===== config.mk =====
export PLATFORM = sky130hd
export DESIGN_NAME = rjae_div
export DESIGN_NICKNAME = d
export VERILOG_FILES = /design/src/rtl/rjae_pkg.sv /design/src/rtl/rjae_div.sv
export SDC_FILE = /design/constraint.sdc
export NUM_CORES = 1
export LEC_CHECK = 0
export BUFFER_PORTS_ARGS = -buffer_cell sky130_fd_sc_hd__buf_2
export CAP_MARGIN = 20
export CORE_ASPECT_RATIO = 1.2
export CORE_MARGIN = 3
export CORE_UTILIZATION = 37
export CTS_CLUSTER_DIAMETER = 40
export DETAILED_ROUTE_END_ITERATION = 10
export PLACE_DENSITY = 0.64
export REMOVE_ABC_BUFFERS = 1
export SLEW_MARGIN = 0
export SYNTH_ARGS = -nofsm -noshare
export SYNTH_HDL_FRONTEND = slang
export SYNTH_SLANG_ARGS = --single-unit

===== constraint.sdc =====
create_clock -name clk -period 3.3 [get_ports clk]
set_input_delay 0.66 -clock clk [delete_from_list [all_inputs] [get_ports clk]]
set_output_delay 0.66 -clock clk [all_outputs]
set_load 0.005 [all_outputs]

===== src/rtl/rjae_pkg.sv =====
// shared constants, opcodes and status codes for the jump/alu execute step unit
// no dependencies; used by rjae_div and the execute step unit
package rjae_pkg;

	localparam int XLEN = 32;
	localparam int MEM_WORDS_DEF = 1024;
	localparam logic [XLEN-1:0] START_RESET = 32'h4000_0000;
	localparam logic [XLEN-1:0] PC_STEP = 32'd4;
	localparam int GPR_COUNT = 15;
	localparam logic [3:0] REG_PC = 4'd15;

	// status codes
	localparam logic [1:0] ST_OK = 2'd0;
	localparam logic [1:0] ST_HALT = 2'd1;
	localparam logic [1:0] ST_DIVZ = 2'd2;

	// full opcodes
	localparam logic [7:0] OP_HALT = 8'h00;
	localparam logic [7:0] OP_CALL = 8'h20;
	localparam logic [7:0] OP_CALLI = 8'h21;
	localparam logic [7:0] OP_XCHG = 8'h40;

	// opcode groups (high nibble)
	localparam logic [3:0] GRP_BRANCH = 4'h3;
	localparam logic [3:0] GRP_ARITH = 4'h5;
	localparam logic [3:0] GRP_LOGIC = 4'h6;

	// low nibble codes
	localparam logic [3:0] LO_ADD = 4'h0;
	localparam logic [3:0] LO_SUB = 4'h1;
	localparam logic [3:0] LO_MUL = 4'h2;
	localparam logic [3:0] LO_DIV = 4'h3;
	localparam logic [3:0] LO_NOT = 4'h0;
	localparam logic [3:0] LO_AND = 4'h1;
	localparam logic [3:0] LO_OR = 4'h2;
	localparam logic [3:0] LO_XOR = 4'h3;
	localparam logic [2:0] BR_JMP = 3'd0;
	localparam logic [2:0] BR_EQ = 3'd1;
	localparam logic [2:0] BR_NE = 3'd2;
	localparam logic [2:0] BR_GT = 3'd3;

	localparam logic OPN_LOAD = 1'b0;

	// sign extend the 12-bit displacement
	function automatic logic [XLEN-1:0] sext_d(input logic [11:0] d);
		return {{(XLEN-12){d[11]}}, d};
	endfunction

endpackage


===== src/rtl/rjae_div.sv =====
// unsigned restoring divider, one quotient bit per cycle
// depends on rjae_pkg for the data width
module rjae_div (
	input  logic                      clk,
	input  logic                      arst_n,
	input  logic                      start,
	input  logic [rjae_pkg::XLEN-1:0] dividend,
	input  logic [rjae_pkg::XLEN-1:0] divisor,
	output logic                      done,
	output logic [rjae_pkg::XLEN-1:0] quotient
);
	localparam int CW = $clog2(rjae_pkg::XLEN + 1);

	logic [CW-1:0] cnt_q;
	logic running_q;
	logic done_q;
	logic [rjae_pkg::XLEN-1:0] rem_q;
	logic [rjae_pkg::XLEN-1:0] quo_q;
	logic [rjae_pkg::XLEN-1:0] dvs_q;
	logic [rjae_pkg::XLEN:0] rem_sh;
	logic [rjae_pkg::XLEN:0] rem_sub;

	// one trial subtract per cycle
	assign rem_sh = {rem_q, quo_q[rjae_pkg::XLEN-1]};
	assign rem_sub = rem_sh - {1'b0, dvs_q};

	always_ff @(posedge clk or negedge arst_n) begin
		if (!arst_n) begin
			cnt_q <= '0;
			running_q <= 1'b0;
			done_q <= 1'b0;
		end else begin
			done_q <= 1'b0;
			if (start) begin
				cnt_q <= CW'(rjae_pkg::XLEN);
				running_q <= 1'b1;
			end else if (running_q) begin
				cnt_q <= cnt_q - 1'b1;
				if (cnt_q == CW'(1)) begin
					running_q <= 1'b0;
					done_q <= 1'b1;
				end
			end
		end
	end

	// datapath, no reset needed
	always_ff @(posedge clk) begin
		if (start) begin
			rem_q <= '0;
			quo_q <= dividend;
			dvs_q <= divisor;
		end else if (running_q) begin
			if (!rem_sub[rjae_pkg::XLEN]) begin
				rem_q <= rem_sub[rjae_pkg::XLEN-1:0];
				quo_q <= {quo_q[rjae_pkg::XLEN-2:0], 1'b1};
			end else begin
				rem_q <= rem_sh[rjae_pkg::XLEN-1:0];
				quo_q <= {quo_q[rjae_pkg::XLEN-2:0], 1'b0};
			end
		end
	end

	assign done = done_q;
	assign quotient = quo_q;
endmodule


### Word-level counts from Yosys, hierarchy flattened

Index checks and enable logic that the tools add are counted.

| cells by class | value |
|---|---|
| $add $sub $neg | 2 |
| equal/unequal tests | 1 |
| multiplexer cells | 12 |
| reductions and logical operators | 1 |

Operator list:

| operator | count |
|---|---|
| two-way mux 32 bit | 3 |
| subtractor 33 x 32 -> 33 bit | 1 |
| two-way mux 6 bit | 2 |
| two-way mux 1 bit | 7 |
| equality test 6 x 1 -> 1 bit (second input constant) | 1 |
| subtractor 6 x 1 -> 6 bit (second input constant) | 1 |
| nonzero test 2 bit | 1 |

| storage, ports and cells | value |
|---|---|
| register bits after elaboration | 104 |
| input bits | 67 |

### Depth between registers and ports, before layout

Gate-level depths: netlist of the first run.

| logic depth | value |
|---|---|
| depth in word-level cells | 4 |
| gate-level depth with buffers | 15 |
| gate-level depth less buffers | 13 |

### Worst setup path after synthesis of the first run

OpenSTA, ideal clock, no wires.

| timing path | value |
|---|---|
| kind | flip-flop to flip-flop |
| from | register quo_q (netlist bit quotient[31]) |
| to | register rem_q[17] in the netlist's numbering |
| library setup time | 91 ps |
| arrival time | 3,206 ps |
| slack | 3 ps |
| stages on the path, launching flop included | 15 |
| buffers on the path | 1 |
| period minus slack after synthesis | 3,297 ps |
| cells stage by stage | edfxtp_1 -> inv_1 -> ha_1 -> fa_1 -> nand2b_1 -> a21oi_2 -> o41ai_4 -> nor3_2 -> o2111ai_1 -> a21oi_2 -> a31o_1 -> buf_6 -> xnor2_2 -> or4_1 -> a311oi_1 |

| on the way | value |
|---|---|
| word-level cells in the longest chain between the ends | 2 |

RTL lines:

| what | RTL line | RTL |
|---|---|---|
| start, declared | rjae_div.sv:18 | `logic [rjae_pkg::XLEN-1:0] quo_q;` |
| start signal, assigned | rjae_div.sv:51 | `quo_q <= dividend;` |
| start signal, assigned | rjae_div.sv:56 | `quo_q <= {quo_q[rjae_pkg::XLEN-2:0], 1'b1};` |
| start signal, assigned | rjae_div.sv:59 | `quo_q <= {quo_q[rjae_pkg::XLEN-2:0], 1'b0};` |
| subtractor 33 x 32 -> 33 bit | rjae_div.sv:25 | `assign rem_sub = rem_sh - {1'b0, dvs_q};` |
| two-way mux 32 bit | rjae_div.sv:54 | `if (!rem_sub[rjae_pkg::XLEN]) begin` |
| end signal, assigned | rjae_div.sv:55 | `rem_q <= rem_sub[rjae_pkg::XLEN-1:0];` |
| end signal, assigned | rjae_div.sv:58 | `rem_q <= rem_sh[rjae_pkg::XLEN-1:0];` |
| end, declared | rjae_div.sv:17 | `logic [rjae_pkg::XLEN-1:0] rem_q;` |

No other way between the ends.
A chain may end at the register's enable or synchronous reset.

### Final worst setup path of the first run

| timing path | value |
|---|---|
| from | register dvs_q[0] in the netlist's numbering |
| to | register rem_q[17] in the netlist's numbering |

| on the way | value |
|---|---|
| word-level cells in the longest chain between the ends | 2 |

RTL lines:

| what | RTL line | RTL |
|---|---|---|
| start, declared | rjae_div.sv:19 | `logic [rjae_pkg::XLEN-1:0] dvs_q;` |
| start signal, assigned | rjae_div.sv:52 | `dvs_q <= divisor;` |
| subtractor 33 x 32 -> 33 bit | rjae_div.sv:25 |  |
| two-way mux 32 bit | rjae_div.sv:54 |  |

No other way between the ends.

==> results of run 1 <==
worst paths after layout:
| check | endpoint | slack [ps] | cells after the start |
|---|---|---|---|
| hold / removal | cnt_q[0]$_DFFE_PN0P_ | 130 | 1 |
| hold reg to reg | rem_q[18]$_SDFFE_PP0P_ | 510 | 2 |
| setup reg to reg | rem_q[17]$_SDFFE_PP0P_ | 90 | 13 |
| min in group clk | dvs_q[2]$_DFFE_PP_ | 470 | 1 |
| setup / recovery | rem_q[17]$_SDFFE_PP0P_ | 90 | 13 |
| max in group asynchronous | running_q$_DFF_PN0_ | 2980 | 1 |
through the flow:
step	cell area [sq um]	instances	worst slack [ps]	TNS [ps]	total power, mW
after floorplan	5770	554	-363	-6600	3.77
after global placement	6700	878	20.4	0	4.47
after detailed placement	6700	878	-48.4	-381	4.52
after CTS	7040	897	14.1	0	5.69
after global routing	7300	906	-56.2	-529	6.49
final	7300	906	89.8	0	6.08
layout by cell type, fill, tap and decap left out, drive strengths merged, types with 3 or more instances in the layout:
cell       n
buf      130
nand2     80
edfxtp    64
nor2      49
inv       46
ha        34
dfxtp     32
mux2      31
a311oi    29
a21oi     25
xnor2     20
a21o      19
clkbuf    13
o21ai     12
nor3      11
xor2      11
nand3     10
dfrtp      8
nand2b     6
and3       5
a41oi      4
a211oi     4
o21bai     4
nand4      4
o2111ai    4
o31ai      3
and2       3
nor2b      3
nor3b      3
or3        3
synthesized netlist by cell type, types with 3 or more instances:
library cell,instances
nand2_1,80
buf_2,5
mux2_2,31
a21oi_1,23
clkbuf_1,19
or3_1,3
nor2_1,49
o21ai_0,7
o2111ai_1,4
and2_1,3
and3_1,5
nand2b_1,6
nand4_1,4
dfxtp_1,32
nor3_1,10
o21bai_1,4
nand3_1,10
xnor2_1,19
nor3b_1,3
inv_1,43
ha_1,34
a211oi_1,4
edfxtp_1,64
dfrtp_1,8
xor2_1,10
a311oi_1,29
o31ai_1,3
nor2b_1,3
o21ai_1,5
a21o_1,19
a41oi_1,4
layer usage:
metal / share of wire / up-vias / track usage
li1: - / 2348 / -
met1: 0.43 / 2263 / 0.188
met3: 0.058 / 23 / 0.0426
met4: 0.017 / 0 / 0.0590
met5: 0 / - / 0
met2: 0.49 / 136 / 0.261
what timing repair did:
item                                    CTS  global route
gates resized for setup                   2            27
endpoints found under the hold margin     0             0
hold buffers                              0             0
pin swaps                                 1            29
buffers inserted                          3             6
endpoints found under the setup margin   26            33
cloned                                    0             3
worst max-delay path, cell delays in order (launching register included):
cell and delay (ps):
edfxtp_1 420, ha_4 190, fa_2 350, nand2b_4 160, a21oi_4 180, o41ai_4 90, nor3_2 190, o2111ai_2 190
a21oi_2 200, a31o_1 210, buf_6 130, xnor2_4 80, or4_1 480, a311oi_1 250
sequential cells by signal, indices dropped and copies added (netlist names):
register and flops:
cnt_q 6, rem_q 32, dvs_q 32, quotient 32, running_q 1, done 1
logic make-up after synthesis:
logic type	share of synthesized area
buf+inv	0.0470
compound gates	0.160
fa+ha+maj	0.0757
xor+xnor	0.0487
mux	0.0593
flops	0.469
simple gates	0.140
final cells by class:
class                      instances  area, sq um
clock buffer                      11          243
timing repair buffer             132          828
clock inverter                     5         61.3
sequential                       104         2760
tap                              204          255
fill                            1419         7960
inverter                          43          161
multi-input combinational        407         2990
report_power, final:
part | switching (mW) | leakage [nW] | internal (mW)
combinational | 1.58 | 2.08 | 1.43
clock | 0.493 | 0.151 | 0.617
sequential | 0.255 | 1.01 | 1.71
==> summary.md, run 1 <==
| Metric | Value |
|---|---|
| Routed len/inst | 15.4 um |
| Die Wd | 121 um |
| Row cnt | a little under 50 |
| Critical path peak fanout | 4 |
| Yosys cell types | 61 |
| Via/cell ratio | 5.26 |
| Average size of a mapped cell | around 10 sq um |
| CP startpoint kind | register |
| Worst slew pin tran | ~740 ps |
| Synth Register Bits | roughly 100 |
| Clk root buf | clkbuf_16 |
| Initial Utilization | 0.386 |
| DRT iter0 DRCs | 194 |
| Hold WS | roughly 130 ps |
| Top_reg_cell synth | edfxtp_1 |
| Ys async rst share | 0.0769 |
| Final wirelength | approximately 14000 um |
| Port buffer count | around 100 |
| Clock buffer depth | 2 |
| CTS buffer count | 9 |
| Final cycle utilization of the critical path | 0.973 |
| Crit path DAT | approximately 3500 ps |
| Die Ht | roughly 140 um |
| Crit Path Category | register to register |
| Vias in the first global route | between 4000 and 5000 |
| Mapped Cells | 581 |
| # setup viols final | 0 |
| Fmax | 312 MHz |
| Num Clock Sinks | 104 |
| GRT overflow | 0 |
| Sequential area share after synthesis | 0.469 |
| Synth Warn # | 0 |
| RSZ-0062 raised after global routing | true |
| Drt pass-1 iters | 4 |
| Share of the synthesized area in the top cell type | 0.326 |
| Max_cap viols | 0 |
| Ranking of synthesized cells by area | edfxtp_1 33%, dfxtp_1 11%, ha_1 7.2% |
| Final Slew Violations | 0 |
| Worst min-delay path category | primary input to asynchronous set/reset pin |
| Maximum vdd ir drop | 0.341 mV |
| First-pass GRT wire length | 21900 um |
| Final hold vios | 0 |
| Die area | 0.0175 sq mm |
| Detail Route Antenna Nets | 0 |
| Pwr Density | 833 mW/mm^2 |
| Initial antenna violation count | 0 |
| Worst Skew | 11.9 ps |
| DRC | 0 |
| Leading area contributor after synthesis | edfxtp_1 |
| Largest net degree at the start of global routing | 41 |
| Share of layout cells above drive strength 1 | 0.295 |
| CTS tree | built |
| Critical Path RT | 3560 ps |
| Antenna Cells | 0 |
| CP startpoint | dvs_q[0]$_DFFE_PP_ |
| Max_slew headroom | 0.505 |
| Tmin final | 3210 ps |
| Clock transition at path regs | 70 ps |
| GRT Total Usage | 0.154 |
| Dpl hpwl | 9650 um |
| CTS H-tree lvls | 3 |
| R2R Path Start | dvs_q[0]$_DFFE_PP_ |
| Leakage Power | 3.24 nW |
| Core Util, Final | 0.478 |
| Post-synth EDFFs | between 60 and 70 |
| Net count, final | roughly 800 |
| Status | finished, final reports clean |
| Area growth syn-to-layout | 24.1% |
| Core ar. | between 0.015 and 0.02 sq mm |
| Crit. End Element | register |
| Via count | 4770 |
| Top Ports | 100 |
| Insertion delay of the later-clocked pin in the worst-skew pair | 360 ps |
| Netlist Area Pre-Place | about 0.0059 sq mm |
| Gpl congestion | 0.874 |
Note: power is estimated with default switching activity, not from simulation.
==> inputs of run 2 (changes only) <==
BUFFER_PORTS_ARGS = -buffer_cell sky130_fd_sc_hd__buf_4   (was -buffer_cell sky130_fd_sc_hd__buf_2)
CORE_ASPECT_RATIO = 1.4   (was 1.2)
==> run 2 against run 1 <==
- clock skew rose by 1.0 ps
- core utilization rose by 0.15 points
- hold slack got worse by 30 ps
- die area barely moved
- combinational power fell by 9.3%
- power fell by 4.2%
- clock-buffer cell count fell by 2
- flip-flop and latch count did not move
- non-clock buffer count fell by 11
- largest cell class unchanged
- design area rose by 0.67%
==> summary.md, run 2 (same netlist as run 1, synthesis figures left out) <==
| Metric | Value |
|---|---|
| Fmax | 319 MHz (+2.3%) |
| Hold WS | 102 ps (-30.3 ps) |
| Clock buffer depth | 2 (unchanged) |
| CTS H-tree lvls | 3 (unchanged) |
| Final Slew Violations | 0 (unchanged) |
| Detail Route Antenna Nets | 0 (unchanged) |
| Routed len/inst | 15.3 um (-0.94%) |
| DP Worst Slack | -57.5 ps (-9.12 ps) |
| GRT Total Usage | 0.157 (+0.00234) |
| DRT iter0 DRCs | 172 (-11%) |
| CP top delay family | compound AO/OA/AOI/OAI gates |
| Critical path peak fanout | 4 (unchanged) |
| Tot Pwr | 5.83 mW (-4.2%) |
| Worst min-delay path category | primary input to asynchronous set/reset pin |
| Post-Layout Cell Count | 883 (-2.5%) |
| Dpl hpwl | 9940 um (+3.0%) |
| Final wirelength | 13500 um (-3.5%) |
| CP startpoint kind | register |
| Die Wd | 113 um (-7.0%) |
| Max_cap viols | 0 (unchanged) |
| Pwr Density | 792 mW/mm^2 (-4.9%) |
| Final cycle utilization of the critical path | 0.951 (-0.0215) |
| Via count | 4721 (-1.0%) |
| Row cnt | 53 (+8.2%) |
| Insertion delay of the later-clocked pin in the worst-skew pair | 350 ps (about the same) |
| Core ar. | 0.0153 sq mm (+0.34%) |
| Crit-path cells | inv_1 > ha_2 > fa_2 > nand2b_4 > a21oi_4 > o41ai_4 > nor3_2 > o2111ai_2 > a21oi_2 > a31o_1 > xnor2_2 > or4_4 > a311oi_2 |
| Via/cell ratio | 5.35 (+1.6%) |
| RSZ-0062 raised after global routing | false |
| Top Ports | 100 (unchanged) |
| Core Util, Final | 0.480 (+0.00154) |
| Filler cell count | 1384 (-2.5%) |
| # setup viols final | 0 (unchanged) |
| Slowest CP cell | or4_4 |
| Worst Skew | 12.9 ps (+0.996 ps) |
| Drt pass-1 iters | 4 (unchanged) |
| Port buffer count | 99 (unchanged) |
| Tmin final | 3140 ps (-70.8 ps) |
| Die area | 0.0175 sq mm (about the same) |
| Die Ht | 155 um (+7.7%) |
| Maximum vdd ir drop | 0.355 mV (+4.2%) |
| Largest net degree at the start of global routing | 45 (+9.8%) |
| Critical Path RT | 3560 ps (about the same) |
| DRC | 0 (unchanged) |
| Max incr delay on CP | 500 ps (+20 ps) |
| Status | finished, final reports clean |
| Leakage Power | 3.25 nW (+0.22%) |
| Net count, final | 788 (-1.4%) |
| CTS buffer count | 9 (unchanged) |
| Area of placed instances | 0.00693 sq mm (+3.5%) |
| Most frequent cells in the layout | 117 x buf_4, 79 x nand2_1, 64 x edfxtp_1, 49 x nor2_1, 43 x inv_1 |
| Crit. End Element | register |
| CP Buf/Inv Count | 1 (unchanged) |
| Initial antenna violation count | 0 (unchanged) |
| Worst slew pin tran | 533 ps (-209 ps) |
| Clk root buf | clkbuf_16 |
| Clock transition at path regs | 80 ps (about the same) |
| Vias in the first global route | 4932 (+5.2%) |
| Worst Slack Setup Final | 161 ps (+70.8 ps) |
| Most common cell after layout, fill and taps aside | buf_4 |
| Post-Place Cells | 865 (-1.5%) |
| Max_slew headroom | 0.641 (+0.136) |
| R2R Path Start | quotient[31]$_DFFE_PP_ |
| First-pass GRT wire length | 22900 um (+4.5%) |
| Initial Utilization | 0.384 (-0.00132) |
| Crit path DAT | 3400 ps (-70 ps) |
| Fin Setup TNS | 0 ps (unchanged) |
| Area growth syn-to-layout | 24.9% |
| CP startpoint | quotient[31]$_DFFE_PP_ |
| Design area | 0.00735 sq mm (+0.67%) |
| Antenna Cells | 0 (unchanged) |
| Share of layout cells above drive strength 1 | 0.272 (-0.0228) |
| Final hold vios | 0 (unchanged) |
| Crit Path Category | register to register |
| Num Clock Sinks | 104 (unchanged) |
| GRT overflow | 0 (unchanged) |
| CTS tree | built |
| Gpl congestion | 0.911 (+4.2%) |
[run 2: cell count changes in the layout (fill, tap and decap cells not counted), moves of 3 or more]
| cell | delta |
|---|---|
| nand2_1 | +3 |
| a311oi_2 | -8 |
| buf_2 | -98 |
| a311oi_1 | +8 |
| buf_4 | +92 |
| nand2_2 | -3 |
[run 2: repair_timing]
action,CTS,global route
cloned,0,0
hold buffers,0,0
pin swaps,5,8
endpoints found under the setup margin,20,32
buffers inserted,0,2
gates resized for setup,6,9
endpoints found under the hold margin,0,0
[run 2: final timing paths]
check,to,slack [ps],cells after the start
worst max-delay path,rem_q[17]$_SDFFE_PP0P_,160,13
worst min register to register,rem_q[24]$_SDFFE_PP0P_,490,2
max in group asynchronous,running_q$_DFF_PN0_,3060,1
worst min-delay path,done$_DFF_PN0_,100,1
worst max register to register,rem_q[17]$_SDFFE_PP0P_,160,13
min in group clk,dvs_q[4]$_DFFE_PP_,480,1
[run 2: per-layer routing]
metal,GRT usage,vias to the layer above,part of all wire
met2,0.272,120,0.51
li1,-,2318,-
met1,0.186,2265,0.41
met3,0.0467,18,0.064
met5,0,-,0
met4,0.0475,0,0.017
[run 2: final cells by class]
class	instances	area, sq um	area share
multi-input combinational	407	2920	0.397
tap	192	240	0.0327
inverter	43	161	0.0220
clock inverter	7	100	0.0136
clock buffer	9	225	0.0306
timing repair buffer	121	941	0.128
sequential	104	2760	0.376
[run 2: report_power, final]
part | leakage [nW] | internal (mW) | total, mW | switching (mW)
clock | 0.158 | 0.612 | 1.14 | 0.525
combinational | 2.08 | 1.26 | 2.73 | 1.47
sequential | 1.01 | 1.71 | 1.96 | 0.247
total | 3.25 | 3.58 | 5.83 | 2.25
==> inputs of run 3 (changes only) <==
ABC_AREA = 1   (was default)
PLACE_DENSITY = 0.63   (was 0.64)
==> run 3 against run 2 <==
- final cell count increased by 55%
- clock-buffer cell count increased by 1
- sequential share of layout area decreased by 3.9 points
- die area increased by 17%
- routed wire length increased by 28%
- hold slack got worse by 4.2 ps
- maximum frequency increased by 16%
- critical path type unchanged
- largest cell class unchanged
- largest power group is now sequential cells
==> summary.md, run 3 <==
| Metric | Value |
|---|---|
| Status | finished, final reports clean |
| Clk root buf | clkbuf_16 |
| Worst slew pin tran | 838 ps (+305 ps) |
| Final hold vios | 0 (unchanged) |
| Top_reg_cell synth | edfxtp_1 |
| Via/cell ratio | 4.53 (-15%) |
| Cell with the most instances after synthesis | nand2_1 |
| Leading area contributor after synthesis | edfxtp_1 |
| Crit. End Element | register |
| Pwr Density | 393 mW/mm^2 (-50%) |
| Critical path peak fanout | 33 (+29) |
| Die Wd | 122 um (+8.0%) |
| CTS tree | built |
| Max_cap viols | 0 (unchanged) |
| Reg power frac | 0.485 (+0.149) |
| CP startpoint kind | register |
| Crit Path Category | register to register |
| Critical Path RT | 3390 ps (-170 ps) |
| Top Ports | 100 (unchanged) |
| Die Ht | 168 um (+8.1%) |
| CP top delay family | simple AND/OR/NAND/NOR gates |
| Share of the synthesized area in the top cell type | 0.278 (-0.0489) |
| Drt pass-1 iters | 4 (unchanged) |
| RSZ-0062 raised after global routing | false |
| Initial antenna violation count | 0 (unchanged) |
| Sequential area share after synthesis | 0.399 (-0.0702) |
| Via count | 6179 (+31%) |
| Detail Route Antenna Nets | 0 (unchanged) |
| Leakage Power | 4.54 nW (+40%) |
| Fin Setup TNS | 0 ps (unchanged) |
| Post-synth EDFFs | 64 (unchanged) |
| Most common cell after layout, fill and taps aside | nand2_1 |
| Core Util, Final | 0.452 (-0.0284) |
| Yosys cell types | 35 (-43%) |
| Flop2flop setup slack | 600 ps (+440 ps) |
| Crit-path cells | inv_1 > ha_1 > fa_1 > inv_1 > nand2_1 > nand2_1 > nand3_1 > nand2_1 > nand2_1 > nand2_2 > nand2_2 > nand2_2 > nand2_2 > nand2_4 > o21ai_0 |
| Netlist Area Pre-Place | 0.00692 sq mm (+18%) |
| Final Slew Violations | 0 (unchanged) |
| Worst Reg2Reg Path Length in Cells | 15 (+2) |
| Num Clock Sinks | 104 (unchanged) |
| CP Buf/Inv Count | 2 (+1) |
| Slowest CP cell | fa_1 |
| Average size of a mapped cell | 6.76 sq um (-33%) |
| Core ar. | 0.0181 sq mm (+18%) |
| Post-CTS Setup Inserts | 0 (unchanged) |
| Gpl congestion | 0.877 (-3.8%) |
| DRC | 0 (unchanged) |
| Ranking of synthesized cells by area | edfxtp_1 28%, nand2_1 25%, inv_1 11% |
| Port buffer count | 99 (unchanged) |
| Die area | 0.0204 sq mm (+17%) |
| First-pass GRT wire length | 28800 um (+26%) |
| Most frequent cells in the layout | 457 x nand2_1, 201 x inv_1, 103 x buf_4, 64 x edfxtp_1, 61 x nand3_1 |
| Synth top cells by count | 457 x nand2_1, 201 x inv_1, 64 x edfxtp_1 |
| CTS resizes | 0 (-6) |
| Gate power share | 0.173 (-0.296) |
| Post-Layout Cell Count | 1365 (+55%) |
| Largest net degree at the start of global routing | 52 (+16%) |
| GRT Total Usage | 0.176 (+0.0189) |
| Crit path DAT | 2790 ps (-610 ps) |
| Final wirelength | 17200 um (+28%) |
| Insertion delay of the later-clocked pin in the worst-skew pair | 370 ps (+20 ps) |
| Power share of the clock group | 0.342 (+0.147) |
| Synth Warn # | 0 (unchanged) |
| Dpl hpwl | 13400 um (+34%) |
| Max_slew headroom | 0.440 (-0.201) |
| Fmax | 370 MHz (+16%) |
| Net count, final | 1222 (+55%) |
| Vias in the first global route | 6198 (+26%) |
| DRT iter0 DRCs | 282 (+64%) |
| Max incr delay on CP | 400 ps (-100 ps) |
| Filler cell count | 1947 (+41%) |
| Ys async rst share | 0.0769 (unchanged) |
| Share of layout cells above drive strength 1 | 0.127 (-0.145) |
| Mapped Cells | 1024 (+76%) |
| Final cycle utilization of the critical path | 0.818 (-0.133) |
| # setup viols final | 0 (unchanged) |
| Area growth syn-to-layout | 18.3% |
| Initial Utilization | 0.382 (-0.00271) |
| NetSw | 0.910 mW (-59%) |
| Worst min-delay path category | primary input to asynchronous set/reset pin |
| Reg-to-Reg End | quotient[0]$_DFFE_PP_ |
| Antenna Cells | 0 (unchanged) |
| Tmin final | 2700 ps (-438 ps) |
| GRT overflow | 0 (unchanged) |
| Internal power | 2.31 mW (-35%) |
| Maximum vdd ir drop | 0.254 mV (-28%) |
| Clock buffer depth | 2 (unchanged) |
| Synth Register Bits | 104 (unchanged) |
| Worst Skew | 15.8 ps (+2.94 ps) |
| R2R Path Start | quotient[31]$_DFFE_PP_ |
| Row cnt | 58 (+9.4%) |
| CTS hold repair buffers | 0 (unchanged) |
| CTS buffer count | 9 (unchanged) |
| Post-Place Cells | 1349 (+56%) |
| Routed len/inst | 12.6 um (-17%) |
| Net Sw Frac | 0.282 (-0.103) |
| Clock transition at path regs | 80 ps (about the same) |
| CTS H-tree lvls | 3 (unchanged) |
## run 3: cell count changes in the layout (fill, tap and decap cells not counted), moves of 7 or more
cell	previous run	this run
a311oi_1	27	0
nand3_1	10	61
mux2_2	31	0
nand2_1	79	457
nand2_2	1	10
inv_1	43	201
xnor2_1	19	12
buf_4	117	103
a21o_1	19	1
nor2_1	49	42
xor2_1	10	3
## run 3: stage by stage
step	cell area (sq um)	power, mW	setup slack [ps]	hold WS [ps]
3_5_place_dp	7890	2.16	593	462
2_1_floorplan	6810	1.89	357	364
3_3_place_gp	7890	2.15	700	461
6_report	8190	3.22	599	98.1
5_1_grt	8190	3.38	322	96.0
4_1_cts	8190	3.27	583	88.8
## run 3: final cells by class
class | instances | area, sq um | share of cell area
clock buffers | 10 | 250 | 0.0305
clock inverters | 6 | 48.8 | 0.00596
inverters | 204 | 766 | 0.0935
multi-input cells | 698 | 3290 | 0.402
flip-flops and latches | 104 | 2760 | 0.337
well taps | 240 | 300 | 0.0367
repair buffers | 103 | 773 | 0.0944
## run 3: power by group through the flow
stage               sequential [mW]  combinational, mW  clock [mW]
CTS                            1.56              0.566        1.13
finish                         1.56              0.557        1.10
global route                   1.58              0.632        1.17
floorplan                      1.58              0.315           0
global placement               1.59              0.561           0
detailed placement             1.59              0.566           0
## run 3: logic make-up after synthesis
family / synth area share
xor gates and xnor gates: 0.0190
adders and majority gates: 0.0643
AOI/OAI and AO/OA: 0.0291
and+or+nand+nor: 0.362
DFF: 0.399
buffers and inverters: 0.127
## run 3: per-layer routing
layer,up-vias,GRT usage,part of all wire
li1,3297,-,-
met1,2753,0.204,0.43
met4,0,0.0570,0.017
met5,-,0,0
met3,16,0.0326,0.047
met2,113,0.322,0.51
## run 3: how the worst max path moves through the flow
stage	from	to	slack [ps]	depth (start not counted)
global route	quotient[31]$_DFFE_PP_	quotient[0]$_DFFE_PP_	320	15
global placement	quotient[31]$_DFFE_PP_	quotient[0]$_DFFE_PP_	700	15
CTS	quotient[31]$_DFFE_PP_	quotient[0]$_DFFE_PP_	580	15
detailed placement	quotient[31]$_DFFE_PP_	quotient[0]$_DFFE_PP_	590	15
floorplan	start	quotient[0]$_DFFE_PP_	360	2
finish	quotient[31]$_DFFE_PP_	quotient[0]$_DFFE_PP_	600	15
